### src/rtl/sbcr_pkg.sv
// ----------------------------------------------------------------------------
// Serial bus command receiver package
// Shared types, codes and constants for the command receiver.
// ----------------------------------------------------------------------------
package sbcr_pkg;

    localparam logic [7:0] DEV_NONE      = 8'hFF;
    localparam logic [7:0] UNLISTEN_BYTE = 8'h3F;
    localparam logic [7:0] UNTALK_BYTE   = 8'h5F;
    localparam logic [7:0] GROUP_MASK    = 8'hE0;
    localparam logic [7:0] LISTEN_GROUP  = 8'h20;
    localparam logic [7:0] TALK_GROUP    = 8'h40;
    localparam logic [7:0] TOP_MASK      = 8'hF0;
    localparam logic [7:0] SEC_TOP_A     = 8'h60;
    localparam logic [7:0] SEC_TOP_B     = 8'hC0;
    localparam logic [7:0] SEC_TOP_C     = 8'hF0;
    localparam logic [7:0] CLOSE_TOP     = 8'hE0;

    localparam logic CMD_CLOCK = 1'b0;
    localparam logic CMD_ATN   = 1'b1;

    typedef enum logic [2:0] {
        ACT_NONE      = 3'd0,
        ACT_LISTEN    = 3'd1,
        ACT_TALK      = 3'd2,
        ACT_SECONDARY = 3'd3,
        ACT_UNLISTEN  = 3'd4,
        ACT_UNTALK    = 3'd5
    } sbcr_action_t;

    typedef struct packed {
        logic command;
        logic line_level;
        logic data_line_high;
        logic clk_line_high;
    } sbcr_event_t;

    typedef struct packed {
        logic       clk_prev;
        logic       atn_low_now;
        logic       atn_prev;
        logic       handshake_pending;
        logic       handshake_just_cleared;
        logic [7:0] shift_bits;
        logic [3:0] bit_count;
        logic [7:0] device;
        logic [7:0] secondary;
        logic       listening;
        logic       talking;
    } sbcr_state_t;

    typedef struct packed {
        sbcr_action_t kind;
        logic [4:0]   device;
        logic [3:0]   secondary;
    } sbcr_act_t;

    typedef struct packed {
        logic [2:0] bus_action;
        logic [4:0] action_device;
        logic [3:0] action_secondary;
        logic       byte_done;
        logic [7:0] command_byte;
        logic       host_listening;
        logic       host_talking;
        logic [7:0] device_now;
        logic [7:0] secondary_now;
        logic       atn_asserted;
    } sbcr_result_t;

endpackage

### src/rtl/sbcr_if.sv
// ----------------------------------------------------------------------------
// Serial bus command receiver channels
// Valid/ready channels for line events and for decoded results.
// ----------------------------------------------------------------------------
interface sbcr_event_if;
    logic valid;
    logic ready;
    logic command;
    logic line_level;
    logic data_line_high;
    logic clk_line_high;

    modport source (
        output valid, command, line_level, data_line_high, clk_line_high,
        input  ready
    );
    modport sink (
        input  valid, command, line_level, data_line_high, clk_line_high,
        output ready
    );
endinterface

interface sbcr_result_if;
    logic       valid;
    logic       ready;
    logic [2:0] bus_action;
    logic [4:0] action_device;
    logic [3:0] action_secondary;
    logic       byte_done;
    logic [7:0] command_byte;
    logic       host_listening;
    logic       host_talking;
    logic [7:0] device_now;
    logic [7:0] secondary_now;
    logic       atn_asserted;

    modport source (
        output valid, bus_action, action_device, action_secondary, byte_done,
               command_byte, host_listening, host_talking, device_now,
               secondary_now, atn_asserted,
        input  ready
    );
    modport sink (
        input  valid, bus_action, action_device, action_secondary, byte_done,
               command_byte, host_listening, host_talking, device_now,
               secondary_now, atn_asserted,
        output ready
    );
endinterface

### src/rtl/serial_bus_command_receiver_top.sv
// An accepted event is registered at the input, then its result in the result register.
// Throughput: one event per cycle while results are taken; the event step is one pass of logic.
// A stalled result register holds, and the input register then holds one more event.
// Reset: rst_n clears the session to no device, no secondary, flags low, decoding off.
// ----------------------------------------------------------------------------
// Serial bus command receiver top level
// Registers line events, steps the session state and holds each result.
// ----------------------------------------------------------------------------
module serial_bus_command_receiver_top
    import sbcr_pkg::*;
(
    input  logic          clk,
    input  logic          rst_n,
    input  logic          cfg_write_enable,
    input  logic          cfg_write_data,
    sbcr_event_if.sink    event_ch,
    sbcr_result_if.source result_ch
);

    logic         protocol_enable_reg;
    logic         in_valid_reg;
    sbcr_event_t  in_event_reg;
    logic         out_valid_reg;
    sbcr_result_t out_result_reg;
    sbcr_state_t  state_reg;
    sbcr_state_t  state_next;
    sbcr_result_t result_next;
    logic         advance;

    localparam sbcr_state_t STATE_RESET = '{
        clk_prev: 1'b0, atn_low_now: 1'b0, atn_prev: 1'b0,
        handshake_pending: 1'b0, handshake_just_cleared: 1'b0,
        shift_bits: 8'd0, bit_count: 4'd0, device: DEV_NONE,
        secondary: DEV_NONE, listening: 1'b0, talking: 1'b0
    };

    assign advance        = in_valid_reg && (!out_valid_reg || result_ch.ready);
    assign event_ch.ready = !in_valid_reg || advance;

    sbcr_step u_step (
        .protocol_enable (protocol_enable_reg),
        .ev              (in_event_reg),
        .state_cur       (state_reg),
        .state_next      (state_next),
        .result          (result_next)
    );

    always_ff @(posedge clk or negedge rst_n)
    begin
        if (!rst_n)
        begin
            protocol_enable_reg <= 1'b0;
            in_valid_reg        <= 1'b0;
            out_valid_reg       <= 1'b0;
            state_reg           <= STATE_RESET;
        end
        else
        begin
            if (cfg_write_enable)
            begin
                protocol_enable_reg <= cfg_write_data;
            end
            if (event_ch.ready)
            begin
                in_valid_reg <= event_ch.valid;
            end
            if (advance)
            begin
                out_valid_reg <= 1'b1;
                state_reg     <= state_next;
            end
            else if (result_ch.ready)
            begin
                out_valid_reg <= 1'b0;
            end
        end
    end

    always_ff @(posedge clk)
    begin
        if (event_ch.valid && event_ch.ready)
        begin
            in_event_reg.command        <= event_ch.command;
            in_event_reg.line_level     <= event_ch.line_level;
            in_event_reg.data_line_high <= event_ch.data_line_high;
            in_event_reg.clk_line_high  <= event_ch.clk_line_high;
        end
        if (advance)
        begin
            out_result_reg <= result_next;
        end
    end

    assign result_ch.valid            = out_valid_reg;
    assign result_ch.bus_action       = out_result_reg.bus_action;
    assign result_ch.action_device    = out_result_reg.action_device;
    assign result_ch.action_secondary = out_result_reg.action_secondary;
    assign result_ch.byte_done        = out_result_reg.byte_done;
    assign result_ch.command_byte     = out_result_reg.command_byte;
    assign result_ch.host_listening   = out_result_reg.host_listening;
    assign result_ch.host_talking     = out_result_reg.host_talking;
    assign result_ch.device_now       = out_result_reg.device_now;
    assign result_ch.secondary_now    = out_result_reg.secondary_now;
    assign result_ch.atn_asserted     = out_result_reg.atn_asserted;

`ifndef SYNTH
    a_action_has_device: assert property (@(posedge clk) disable iff (!rst_n)
        out_valid_reg && out_result_reg.bus_action != ACT_NONE
        |-> out_result_reg.device_now != DEV_NONE)
        else $error("bus action reported with no device set");

    a_byte_only_when_done: assert property (@(posedge clk) disable iff (!rst_n)
        out_valid_reg && !out_result_reg.byte_done
        |-> out_result_reg.command_byte == 8'd0 && out_result_reg.bus_action == ACT_NONE)
        else $error("command byte or action without a completed byte");

    a_stalled_event_held: assert property (@(posedge clk) disable iff (!rst_n)
        in_valid_reg && !advance |=> in_valid_reg && $stable(in_event_reg))
        else $error("stalled event lost");

    a_count_in_range: assert property (@(posedge clk) disable iff (!rst_n)
        !state_reg.bit_count[3])
        else $error("bit count left the byte range");
`endif

endmodule

### src/rtl/sbcr_decode.sv
// ----------------------------------------------------------------------------
// Command byte decoder
// Turns a completed attention byte into session updates and a bus action.
// ----------------------------------------------------------------------------
module sbcr_decode
    import sbcr_pkg::*;
(
    input  logic [7:0]  cmd_byte,
    input  sbcr_state_t state_cur,
    output sbcr_state_t state_upd,
    output sbcr_act_t   act
);

    logic [7:0] top_bits;
    logic       has_device;

    assign top_bits   = cmd_byte & TOP_MASK;
    assign has_device = (state_cur.device != DEV_NONE);

    always_comb
    begin
        state_upd = state_cur;
        act       = '{kind: ACT_NONE, device: 5'd0, secondary: 4'd0};
        if (cmd_byte == UNLISTEN_BYTE)
        begin
            state_upd.listening = 1'b0;
            if (has_device)
            begin
                act.kind   = ACT_UNLISTEN;
                act.device = state_cur.device[4:0];
            end
        end
        else if (cmd_byte == UNTALK_BYTE)
        begin
            state_upd.talking = 1'b0;
            if (has_device)
            begin
                act.kind   = ACT_UNTALK;
                act.device = state_cur.device[4:0];
            end
        end
        else if ((cmd_byte & GROUP_MASK) == LISTEN_GROUP)
        begin
            state_upd.device    = {3'd0, cmd_byte[4:0]};
            state_upd.listening = 1'b0;
            state_upd.talking   = 1'b1;
            state_upd.secondary = DEV_NONE;
            act.kind            = ACT_LISTEN;
            act.device          = cmd_byte[4:0];
        end
        else if ((cmd_byte & GROUP_MASK) == TALK_GROUP)
        begin
            state_upd.device    = {3'd0, cmd_byte[4:0]};
            state_upd.talking   = 1'b0;
            state_upd.listening = 1'b1;
            state_upd.secondary = DEV_NONE;
            act.kind            = ACT_TALK;
            act.device          = cmd_byte[4:0];
        end
        else if (top_bits == SEC_TOP_A || top_bits == SEC_TOP_B || top_bits == SEC_TOP_C)
        begin
            state_upd.secondary = {4'd0, cmd_byte[3:0]};
            if (has_device)
            begin
                act.kind      = ACT_SECONDARY;
                act.device    = state_cur.device[4:0];
                act.secondary = cmd_byte[3:0];
            end
        end
        else if (top_bits == CLOSE_TOP)
        begin
            state_upd.secondary = {4'd0, cmd_byte[3:0]};
        end
    end

endmodule

### src/rtl/sbcr_step.sv
// ----------------------------------------------------------------------------
// Line event step
// Applies one clock or ATN event to the session state and forms the result.
// ----------------------------------------------------------------------------
module sbcr_step
    import sbcr_pkg::*;
(
    input  logic         protocol_enable,
    input  sbcr_event_t  ev,
    input  sbcr_state_t  state_cur,
    output sbcr_state_t  state_next,
    output sbcr_result_t result
);

    logic [7:0]  shifted;
    logic [3:0]  count_inc;
    sbcr_state_t dec_state;
    sbcr_act_t   dec_act;
    sbcr_act_t   act;
    logic        done;
    logic        clk_fall;
    logic        clk_rise;
    logic        atn_fall;

    assign shifted   = state_cur.shift_bits
                     | ({7'd0, ev.data_line_high} << state_cur.bit_count[2:0]);
    assign count_inc = state_cur.bit_count + 4'd1;
    assign clk_fall  = state_cur.clk_prev & ~ev.line_level;
    assign clk_rise  = ~state_cur.clk_prev & ev.line_level;
    assign atn_fall  = ~state_cur.atn_prev & ev.line_level;

    sbcr_decode u_decode (
        .cmd_byte  (shifted),
        .state_cur (state_cur),
        .state_upd (dec_state),
        .act       (dec_act)
    );

    always_comb
    begin
        state_next = state_cur;
        act        = '{kind: ACT_NONE, device: 5'd0, secondary: 4'd0};
        done       = 1'b0;
        if (ev.command == CMD_CLOCK)
        begin
            state_next.clk_prev = ev.line_level;
            if (protocol_enable && state_cur.atn_low_now)
            begin
                if (state_cur.handshake_pending && clk_rise)
                begin
                    state_next.handshake_pending      = 1'b0;
                    state_next.handshake_just_cleared = 1'b1;
                end
                else if (!state_cur.handshake_pending && clk_fall)
                begin
                    if (state_cur.handshake_just_cleared)
                    begin
                        state_next.handshake_just_cleared = 1'b0;
                    end
                    else if (count_inc[3])
                    begin
                        done                 = 1'b1;
                        act                  = dec_act;
                        state_next.device    = dec_state.device;
                        state_next.secondary = dec_state.secondary;
                        state_next.listening = dec_state.listening;
                        state_next.talking   = dec_state.talking;
                        state_next.shift_bits = 8'd0;
                        state_next.bit_count  = 4'd0;
                    end
                    else
                    begin
                        state_next.shift_bits = shifted;
                        state_next.bit_count  = count_inc;
                    end
                end
            end
        end
        else
        begin
            state_next.atn_low_now = ev.line_level;
            state_next.atn_prev    = ev.line_level;
            if (protocol_enable)
            begin
                if (atn_fall)
                begin
                    state_next.secondary              = DEV_NONE;
                    state_next.listening              = 1'b0;
                    state_next.talking                = 1'b0;
                    state_next.handshake_pending      = 1'b1;
                    state_next.handshake_just_cleared = 1'b0;
                    state_next.shift_bits             = 8'd0;
                    state_next.bit_count              = 4'd0;
                    state_next.clk_prev               = ev.clk_line_high;
                end
                else if (!ev.line_level)
                begin
                    state_next.handshake_pending      = 1'b0;
                    state_next.handshake_just_cleared = 1'b0;
                    state_next.shift_bits             = 8'd0;
                    state_next.bit_count              = 4'd0;
                end
            end
        end
    end

    always_comb
    begin
        result.bus_action       = act.kind;
        result.action_device    = act.device;
        result.action_secondary = act.secondary;
        result.byte_done        = done;
        result.command_byte     = done ? shifted : 8'd0;
        result.host_listening   = state_next.listening;
        result.host_talking     = state_next.talking;
        result.device_now       = state_next.device;
        result.secondary_now    = state_next.secondary;
        result.atn_asserted     = state_next.atn_low_now;
    end

endmodule

### src/flat_wrapper.sv
// flat-port wrapper written by rule: the top's interface ports become plain ports
module serial_bus_command_receiver_top_flat import sbcr_pkg::*;
  (clk, rst_n, cfg_write_enable, cfg_write_data, event_ch_valid, event_ch_command, event_ch_line_level, event_ch_data_line_high, event_ch_clk_line_high, event_ch_ready, result_ch_valid, result_ch_bus_action, result_ch_action_device, result_ch_action_secondary, result_ch_byte_done, result_ch_command_byte, result_ch_host_listening, result_ch_host_talking, result_ch_device_now, result_ch_secondary_now, result_ch_atn_asserted, result_ch_ready);
  sbcr_event_if event_ch_i ();
  sbcr_result_if result_ch_i ();
  input  logic clk;
  input  logic rst_n;
  input  logic cfg_write_enable;
  input  logic cfg_write_data;
  input wire logic [$bits(event_ch_i.valid)-1:0] event_ch_valid;
  input wire logic [$bits(event_ch_i.command)-1:0] event_ch_command;
  input wire logic [$bits(event_ch_i.line_level)-1:0] event_ch_line_level;
  input wire logic [$bits(event_ch_i.data_line_high)-1:0] event_ch_data_line_high;
  input wire logic [$bits(event_ch_i.clk_line_high)-1:0] event_ch_clk_line_high;
  output wire logic [$bits(event_ch_i.ready)-1:0] event_ch_ready;
  output wire logic [$bits(result_ch_i.valid)-1:0] result_ch_valid;
  output wire logic [$bits(result_ch_i.bus_action)-1:0] result_ch_bus_action;
  output wire logic [$bits(result_ch_i.action_device)-1:0] result_ch_action_device;
  output wire logic [$bits(result_ch_i.action_secondary)-1:0] result_ch_action_secondary;
  output wire logic [$bits(result_ch_i.byte_done)-1:0] result_ch_byte_done;
  output wire logic [$bits(result_ch_i.command_byte)-1:0] result_ch_command_byte;
  output wire logic [$bits(result_ch_i.host_listening)-1:0] result_ch_host_listening;
  output wire logic [$bits(result_ch_i.host_talking)-1:0] result_ch_host_talking;
  output wire logic [$bits(result_ch_i.device_now)-1:0] result_ch_device_now;
  output wire logic [$bits(result_ch_i.secondary_now)-1:0] result_ch_secondary_now;
  output wire logic [$bits(result_ch_i.atn_asserted)-1:0] result_ch_atn_asserted;
  input wire logic [$bits(result_ch_i.ready)-1:0] result_ch_ready;
  assign event_ch_i.valid = event_ch_valid;
  assign event_ch_i.command = event_ch_command;
  assign event_ch_i.line_level = event_ch_line_level;
  assign event_ch_i.data_line_high = event_ch_data_line_high;
  assign event_ch_i.clk_line_high = event_ch_clk_line_high;
  assign event_ch_ready = event_ch_i.ready;
  assign result_ch_valid = result_ch_i.valid;
  assign result_ch_bus_action = result_ch_i.bus_action;
  assign result_ch_action_device = result_ch_i.action_device;
  assign result_ch_action_secondary = result_ch_i.action_secondary;
  assign result_ch_byte_done = result_ch_i.byte_done;
  assign result_ch_command_byte = result_ch_i.command_byte;
  assign result_ch_host_listening = result_ch_i.host_listening;
  assign result_ch_host_talking = result_ch_i.host_talking;
  assign result_ch_device_now = result_ch_i.device_now;
  assign result_ch_secondary_now = result_ch_i.secondary_now;
  assign result_ch_atn_asserted = result_ch_i.atn_asserted;
  assign result_ch_i.ready = result_ch_ready;
  serial_bus_command_receiver_top u_core (.clk(clk), .rst_n(rst_n), .cfg_write_enable(cfg_write_enable), .cfg_write_data(cfg_write_data), .event_ch(event_ch_i), .result_ch(result_ch_i));
endmodule
### config.mk
export PLATFORM = sky130hd
export DESIGN_NAME = serial_bus_command_receiver_top_flat
export DESIGN_NICKNAME = d
export VERILOG_FILES = /design/src/rtl/sbcr_pkg.sv /design/src/rtl/sbcr_if.sv /design/src/rtl/serial_bus_command_receiver_top.sv /design/src/rtl/sbcr_decode.sv /design/src/rtl/sbcr_step.sv /design/src/flat_wrapper.sv
export SDC_FILE = /design/constraint.sdc
export NUM_CORES = 1
export LEC_CHECK = 0
export ABC_CLOCK_PERIOD_IN_PS = 2900
export BUFFER_PORTS_ARGS = -buffer_cell sky130_fd_sc_hd__buf_4
export CORE_UTILIZATION = 45
export CTS_CLUSTER_DIAMETER = 50
export DETAILED_ROUTE_END_ITERATION = 16
export PLACE_DENSITY = 0.65
export RECOVER_POWER = 100
export SLEW_MARGIN = 20
export SYNTH_ARGS = -nofsm -noshare
export SYNTH_HDL_FRONTEND = slang
export SYNTH_SLANG_ARGS = --single-unit
export TNS_END_PERCENT = 50
### constraint.sdc
create_clock -name clk -period 2.9 [get_ports clk]
set_clock_uncertainty 0.1 [all_clocks]
set_input_delay 0.29 -clock clk [delete_from_list [all_inputs] [get_ports clk]]
set_output_delay 0.29 -clock clk [all_outputs]
set_load 0.1 [all_outputs]
### Yosys cells after proc, flatten, opt, wreduce, memory -nomap -nowiden

Cells that the tools add are included.

| word-level totals | value |
|---|---|
| output and inout bits | 42 |
| memory bits (writable) | 0 |
| bits in latches | 0 |
| logic and storage cells | 129 |
| bits in registers | 82 |
| memory bits (read-only) | 0 |
| input bits | 10 |
| memories kept | 0 |

| operators by class | value |
|---|---|
| divide/modulo/power cells | 0 |
| muxes and demuxes | 49 |
| magnitude comparators | 0 |
| $add $sub $neg | 1 |
| shift-type cells | 1 |
| reductions and logical operators | 24 |
| $mul | 0 |
| eq/ne operators | 14 |
| bitwise logic cells | 12 |

Operators by type and width:

| operator | number |
|---|---|
| 8-bit two-way mux | 11 |
| 18-bit two-way mux | 4 |
| 30-bit two-way mux | 2 |
| 14-bit two-way mux | 4 |
| 32-bit two-way mux | 1 |
| 31-bit two-way mux | 1 |
| 10-bit two-way mux | 3 |
| 12-bit two-way mux | 2 |
| 17-bit two-way mux | 1 |
| 1-bit two-way mux | 16 |
| 16-bit two-way mux | 1 |
| 4-bit == test (second input constant) | 3 |
| 12-bit OR reduction | 1 |
| 11-bit two-way mux | 1 |
| 5-bit AND reduction | 2 |
| 8-bit by 6-bit == test with 1-bit output (second input constant) | 1 |
| 8-bit by 7-bit == test with 1-bit output (second input constant) | 1 |
| 8-bit != test (second input constant) | 1 |
| 1-bit inverter | 8 |
| 8-bit bitwise OR | 1 |
| 2-bit nonzero test | 4 |
| 1-bit by 3-bit left shift with 8-bit output | 1 |
| 7-bit AND reduction | 1 |
| 2-bit by 1-bit != test with 1-bit output (second input constant) | 3 |
| other kinds (15) | 27 |

### Depth between registers and ports, before layout

| depth | value |
|---|---|
| word-level depth | 18 |
| depth in mapped cells | 9 |
| depth with buffers taken out | 8 |

### By module

From an unflattened synthesis, not the netlist that was laid out.

| unflattened totals | value |
|---|---|
| cells, all modules | 396 |
| area, all modules | 4,668.2 µm² |

By module, submodules not included:

| module | sequential area each (µm²) | area an instance (µm²) | cells an instance | instances |
|---|---|---|---|---|
| serial_bus_command_receiver_top | 2,292.2 | 2,895.3 | 128 | 1 |
| sbcr_step | 0.0 | 1,088.5 | 169 | 1 |
| sbcr_decode | 0.0 | 684.4 | 99 | 1 |

### Worst setup path before layout

OpenSTA, ideal clock, no wires.

| timing | value |
|---|---|
| path type | reg-to-reg |
| from | register u_core.out_valid_reg, in the netlist u_core.result_ch.valid |
| to | register u_core.state_reg[27] (netlist bit) |
| cell stages (with the launch flop) | 9 |
| required time | 2.679 ns |
| setup slack | -0.412 ns |
| library setup time | 0.121 ns |
| path buffers | 1 |
| data arrival time | 3.091 ns |
| cell sequence | dfrtp_1 -> nand2b_1 -> nand2_1 -> clkinv_1 -> nand2_1 -> or2_2 -> clkbuf_1 -> o21a_1 -> nor2_1 |

| on the way | value |
|---|---|
| longest elaborated chain between the ends | 4 |

RTL lines:

| what | RTL line | RTL |
|---|---|---|
| from (decl) | serial_bus_command_receiver_top.sv:23 | `logic out_valid_reg;` |
| from (signal assigned) | serial_bus_command_receiver_top.sv:54 | `out_valid_reg <= 1'b0;` |
| from (signal assigned) | serial_bus_command_receiver_top.sv:69 | `out_valid_reg <= 1'b1;` |
| from (signal assigned) | serial_bus_command_receiver_top.sv:74 | `out_valid_reg <= 1'b0;` |
| 1-bit logical NOT | serial_bus_command_receiver_top.sv:37 | `assign advance = in_valid_reg && (!out_valid_reg \|\| result_ch.ready);` |
| 1-bit logical OR | serial_bus_command_receiver_top.sv:37 |  |
| 1-bit logical AND | serial_bus_command_receiver_top.sv:37 |  |
| net u_core.advance | serial_bus_command_receiver_top.sv:28 | `logic advance;` |
| 7-bit AND reduction (no line) | - |  |
| to (signal assigned) | serial_bus_command_receiver_top.sv:70 | `state_reg <= state_next;` |
| to (decl) | serial_bus_command_receiver_top.sv:25 | `sbcr_state_t state_reg;` |

The timed path passes the listed nets, and every way through them passes these cells.
A chain may end at the register's enable or synchronous reset.

### Final worst setup path

| timing | value |
|---|---|
| from | register u_core.out_valid_reg, in the netlist u_core.result_ch.valid |
| to | register u_core.out_result_reg, in the netlist u_core.result_ch.action_device[3] (enable) |

| on the way | value |
|---|---|
| longest elaborated chain between the ends | 3 |

RTL lines:

| what | RTL line | RTL |
|---|---|---|
| 1-bit logical NOT | serial_bus_command_receiver_top.sv:37 |  |
| 1-bit logical OR | serial_bus_command_receiver_top.sv:37 |  |
| 1-bit logical AND | serial_bus_command_receiver_top.sv:37 |  |
| net u_core.advance | serial_bus_command_receiver_top.sv:28 |  |
| to (signal assigned) | serial_bus_command_receiver_top.sv:90 | `out_result_reg <= result_next;` |
| to (decl) | serial_bus_command_receiver_top.sv:24 | `sbcr_result_t out_result_reg;` |

The timed path passes the listed nets, and every way through them passes these cells.

==> metrics <==
run status finished with violations; failing checks max-capacitance violations, max-slew violations; hold_buf cts 3; Worst VDD drop 214 uV; drt first-iter violations 131; critical path launch point type register; die width 93.4 um; prevailing post-synth register cell edfxtp_1; core area 7890 um^2; Buffers on Ports 51; DRC Markers 0; normalized max-slew margin -32.4%; Hold Path Depth 3; worst reg-to-reg path cell count 4; fmax 400 MHz; post-CTS setup buffers 0; Tmin final 2.50 ns; RR Startpoint u_core.result_ch.valid; worst-margin pin slew 1.99 ns; Lkg Pwr 0.00157 uW; number of fill cells in the layout 728; largest cells by area after synthesis edfxtp_1 35%, dfrtp_1 14%, dfstp_2 11%; number of global-route vias before repair 2,499; gr ovfl total 0; DRT antenna net count 0; Setup CP Type reg -> reg; top cell type's share of synthesized area 35.2%; syn_area_per_cell 11.3 um^2; #FFs+latches synth 81; critical path arrival 2.35 ns; via count 2,685; DRT Pass-1 Iters 5; antenna violations before repair 0; most frequent cells in the layout 47 x clkbuf_1, 46 x nand2_1, 44 x edfxtp_1; fin nets 408; crit path from u_core.result_ch.valid; combinational fraction of design power 15.6%; Flop pwr share 53.0%; Max Slew Vio Count 38; CTS max path bufs 2; Die Ht 93.4 um; GR Util met3 4.55%; FP Rows 32; Switching Fraction 30.9%; Antenna Cells 0; clock sinks 81; first-pass GRT wire length 12,500 um; met1 Use GR 26.1%; vias per cell 5.33; Final Core Density 54.8%; pwr dens 570 nW/um^2; ys async rst share 45.7%; TNS Setup 0 ns; CTS buffer count 9; Psw 761 uW; Post-CTS Resized 0; RePlAce Congestion 0.847; DR WL/cell 15.1 um; post-DP HPWL 5350 um; Synth Net Count 344; WP data required 2.75 ns; Total Power 2460 uW; Finish-stage setup viols 0; fin crit share 86.2%; Mapped Area 3760 um^2; hold path start cfg_write_data; Synth warnings 0; Synth area leader edfxtp_1; Initial Util 47.6%; Worst setup EP type register; CP Max Fanout 33; M2 GR Usage 28.8%; CTS tree done; Post-synth EDFFs 44; Max-cap violations 1; max reg flops 34; io pins 52; unrepaired setup endpoints after global routing no; area grow syn2layout 15.0%; most used routing layer met2; H-tree Lvls 3; sequential cell area fraction in the yosys report 60.4%; Clk pwr share 31.4%; layout cells sized above 1 15.2%; root buf cell clkbuf_8; final hold violations 0; R2R setup slack 0.40 ns; Power Internal 1700 uW; Distinct cells, synth 59; Worst-path clk slew 0.08 ns; leading cell type in the layout, fill and taps excluded clkbuf_1; worst hold path type in -> reg; Synth Instances 333; routed wire length 7600 um; GR Util All Layers 19.0%; Clk Latency, worst-skew pair 0.35 ns; largest net degree at the start of global routing 38; Hold Slack 0.0311 ns; die footprint 8720 um^2
## worst paths after layout
check / to
max in group asynchronous: u_core.state_reg[18]
min in group asynchronous: u_core.state_reg[34]
min: u_core.protocol_enable_reg
max reg2reg: u_core.result_ch.action_device[3]
min reg2reg: u_core.state_reg[3]
max: u_core.result_ch.action_device[3]
## synthesized netlist by cell type, types with 2 or more instances
master      n
clkbuf_1    4
a31oi_1     3
nor2_1     26
nand4_1     3
a22oi_1     9
o211ai_1    2
nor2b_1    12
nand2b_1    5
nor3b_1     2
edfxtp_1   44
mux2_2      2
a21oi_1    17
dfrtp_1    21
and3_1      4
o21a_1      6
o31ai_1     2
inv_1       9
a211o_1     3
and2_1      7
or2_2       2
a2111oi_4   2
and4b_1     2
o21ai_0    10
nand2_1    46
buf_2       6
nor3_1      5
o22ai_1     4
a21o_1      3
dfstp_2    16
nand3_1     9
o21ai_1    17
buf_4       3
## per-stage QoR
stage / setup WS (ns) / std cells / area, um^2
4_1_cts: 0.414 / 501 / 4480
5_1_grt: 0.196 / 504 / 4320
3_5_place_dp: 0.406 / 482 / 4260
3_3_place_gp: 0.461 / 482 / 4260
6_report: 0.401 / 504 / 4320
2_1_floorplan: 0.114 / 333 / 3760
## kinds of logic after synthesis
kind of cell / Yosys count / synth area share [%]
adder cells (fa/ha/maj): 1 / 0.333
XOR/XNOR: 1 / 0.233
AO/OA/AOI/OAI: 87 / 16.2
AND/OR/NAND/NOR: 134 / 18.4
buffers and inverters: 25 / 3.26
flip-flops: 81 / 60.4
multiplexers: 4 / 1.27
## final cells by class
type                       count  area [um^2]  area share (%)
sequential                    81         2270            52.5
tap                          102          128            2.95
multi-input combinational    227         1350            31.2
clock inverter                 5         37.5           0.869
clock buffer                  11          153            3.53
timing repair buffer          67          343            7.94
inverter                      11         45.0            1.04
## power groups by stage
stage | registers [uW] | clock network [uW] | logic [uW]
after detailed placement | 1330 | 0 | 410
after floorplan | 1530 | 0 | 117
after global placement | 1330 | 0 | 407
after global routing | 1310 | 862 | 405
final | 1310 | 774 | 383
after CTS | 1310 | 798 | 414
## worst max-delay path, cell delays in order, from the launching register on
cell and delay [ns]:
dfrtp_1 0.37, nand2b_1 0.08, nand2_1 0.17, clkinvlp_2 0.69
clkbuf_2 0.67
## routing by layer
metal  vias up  wire [um]
li1       1332          -
met3         8        460
met5         -          0
met1      1263       3520
met2        82       3500
met4         0        116
No activity file was read; power rests on OpenSTA's default activity.
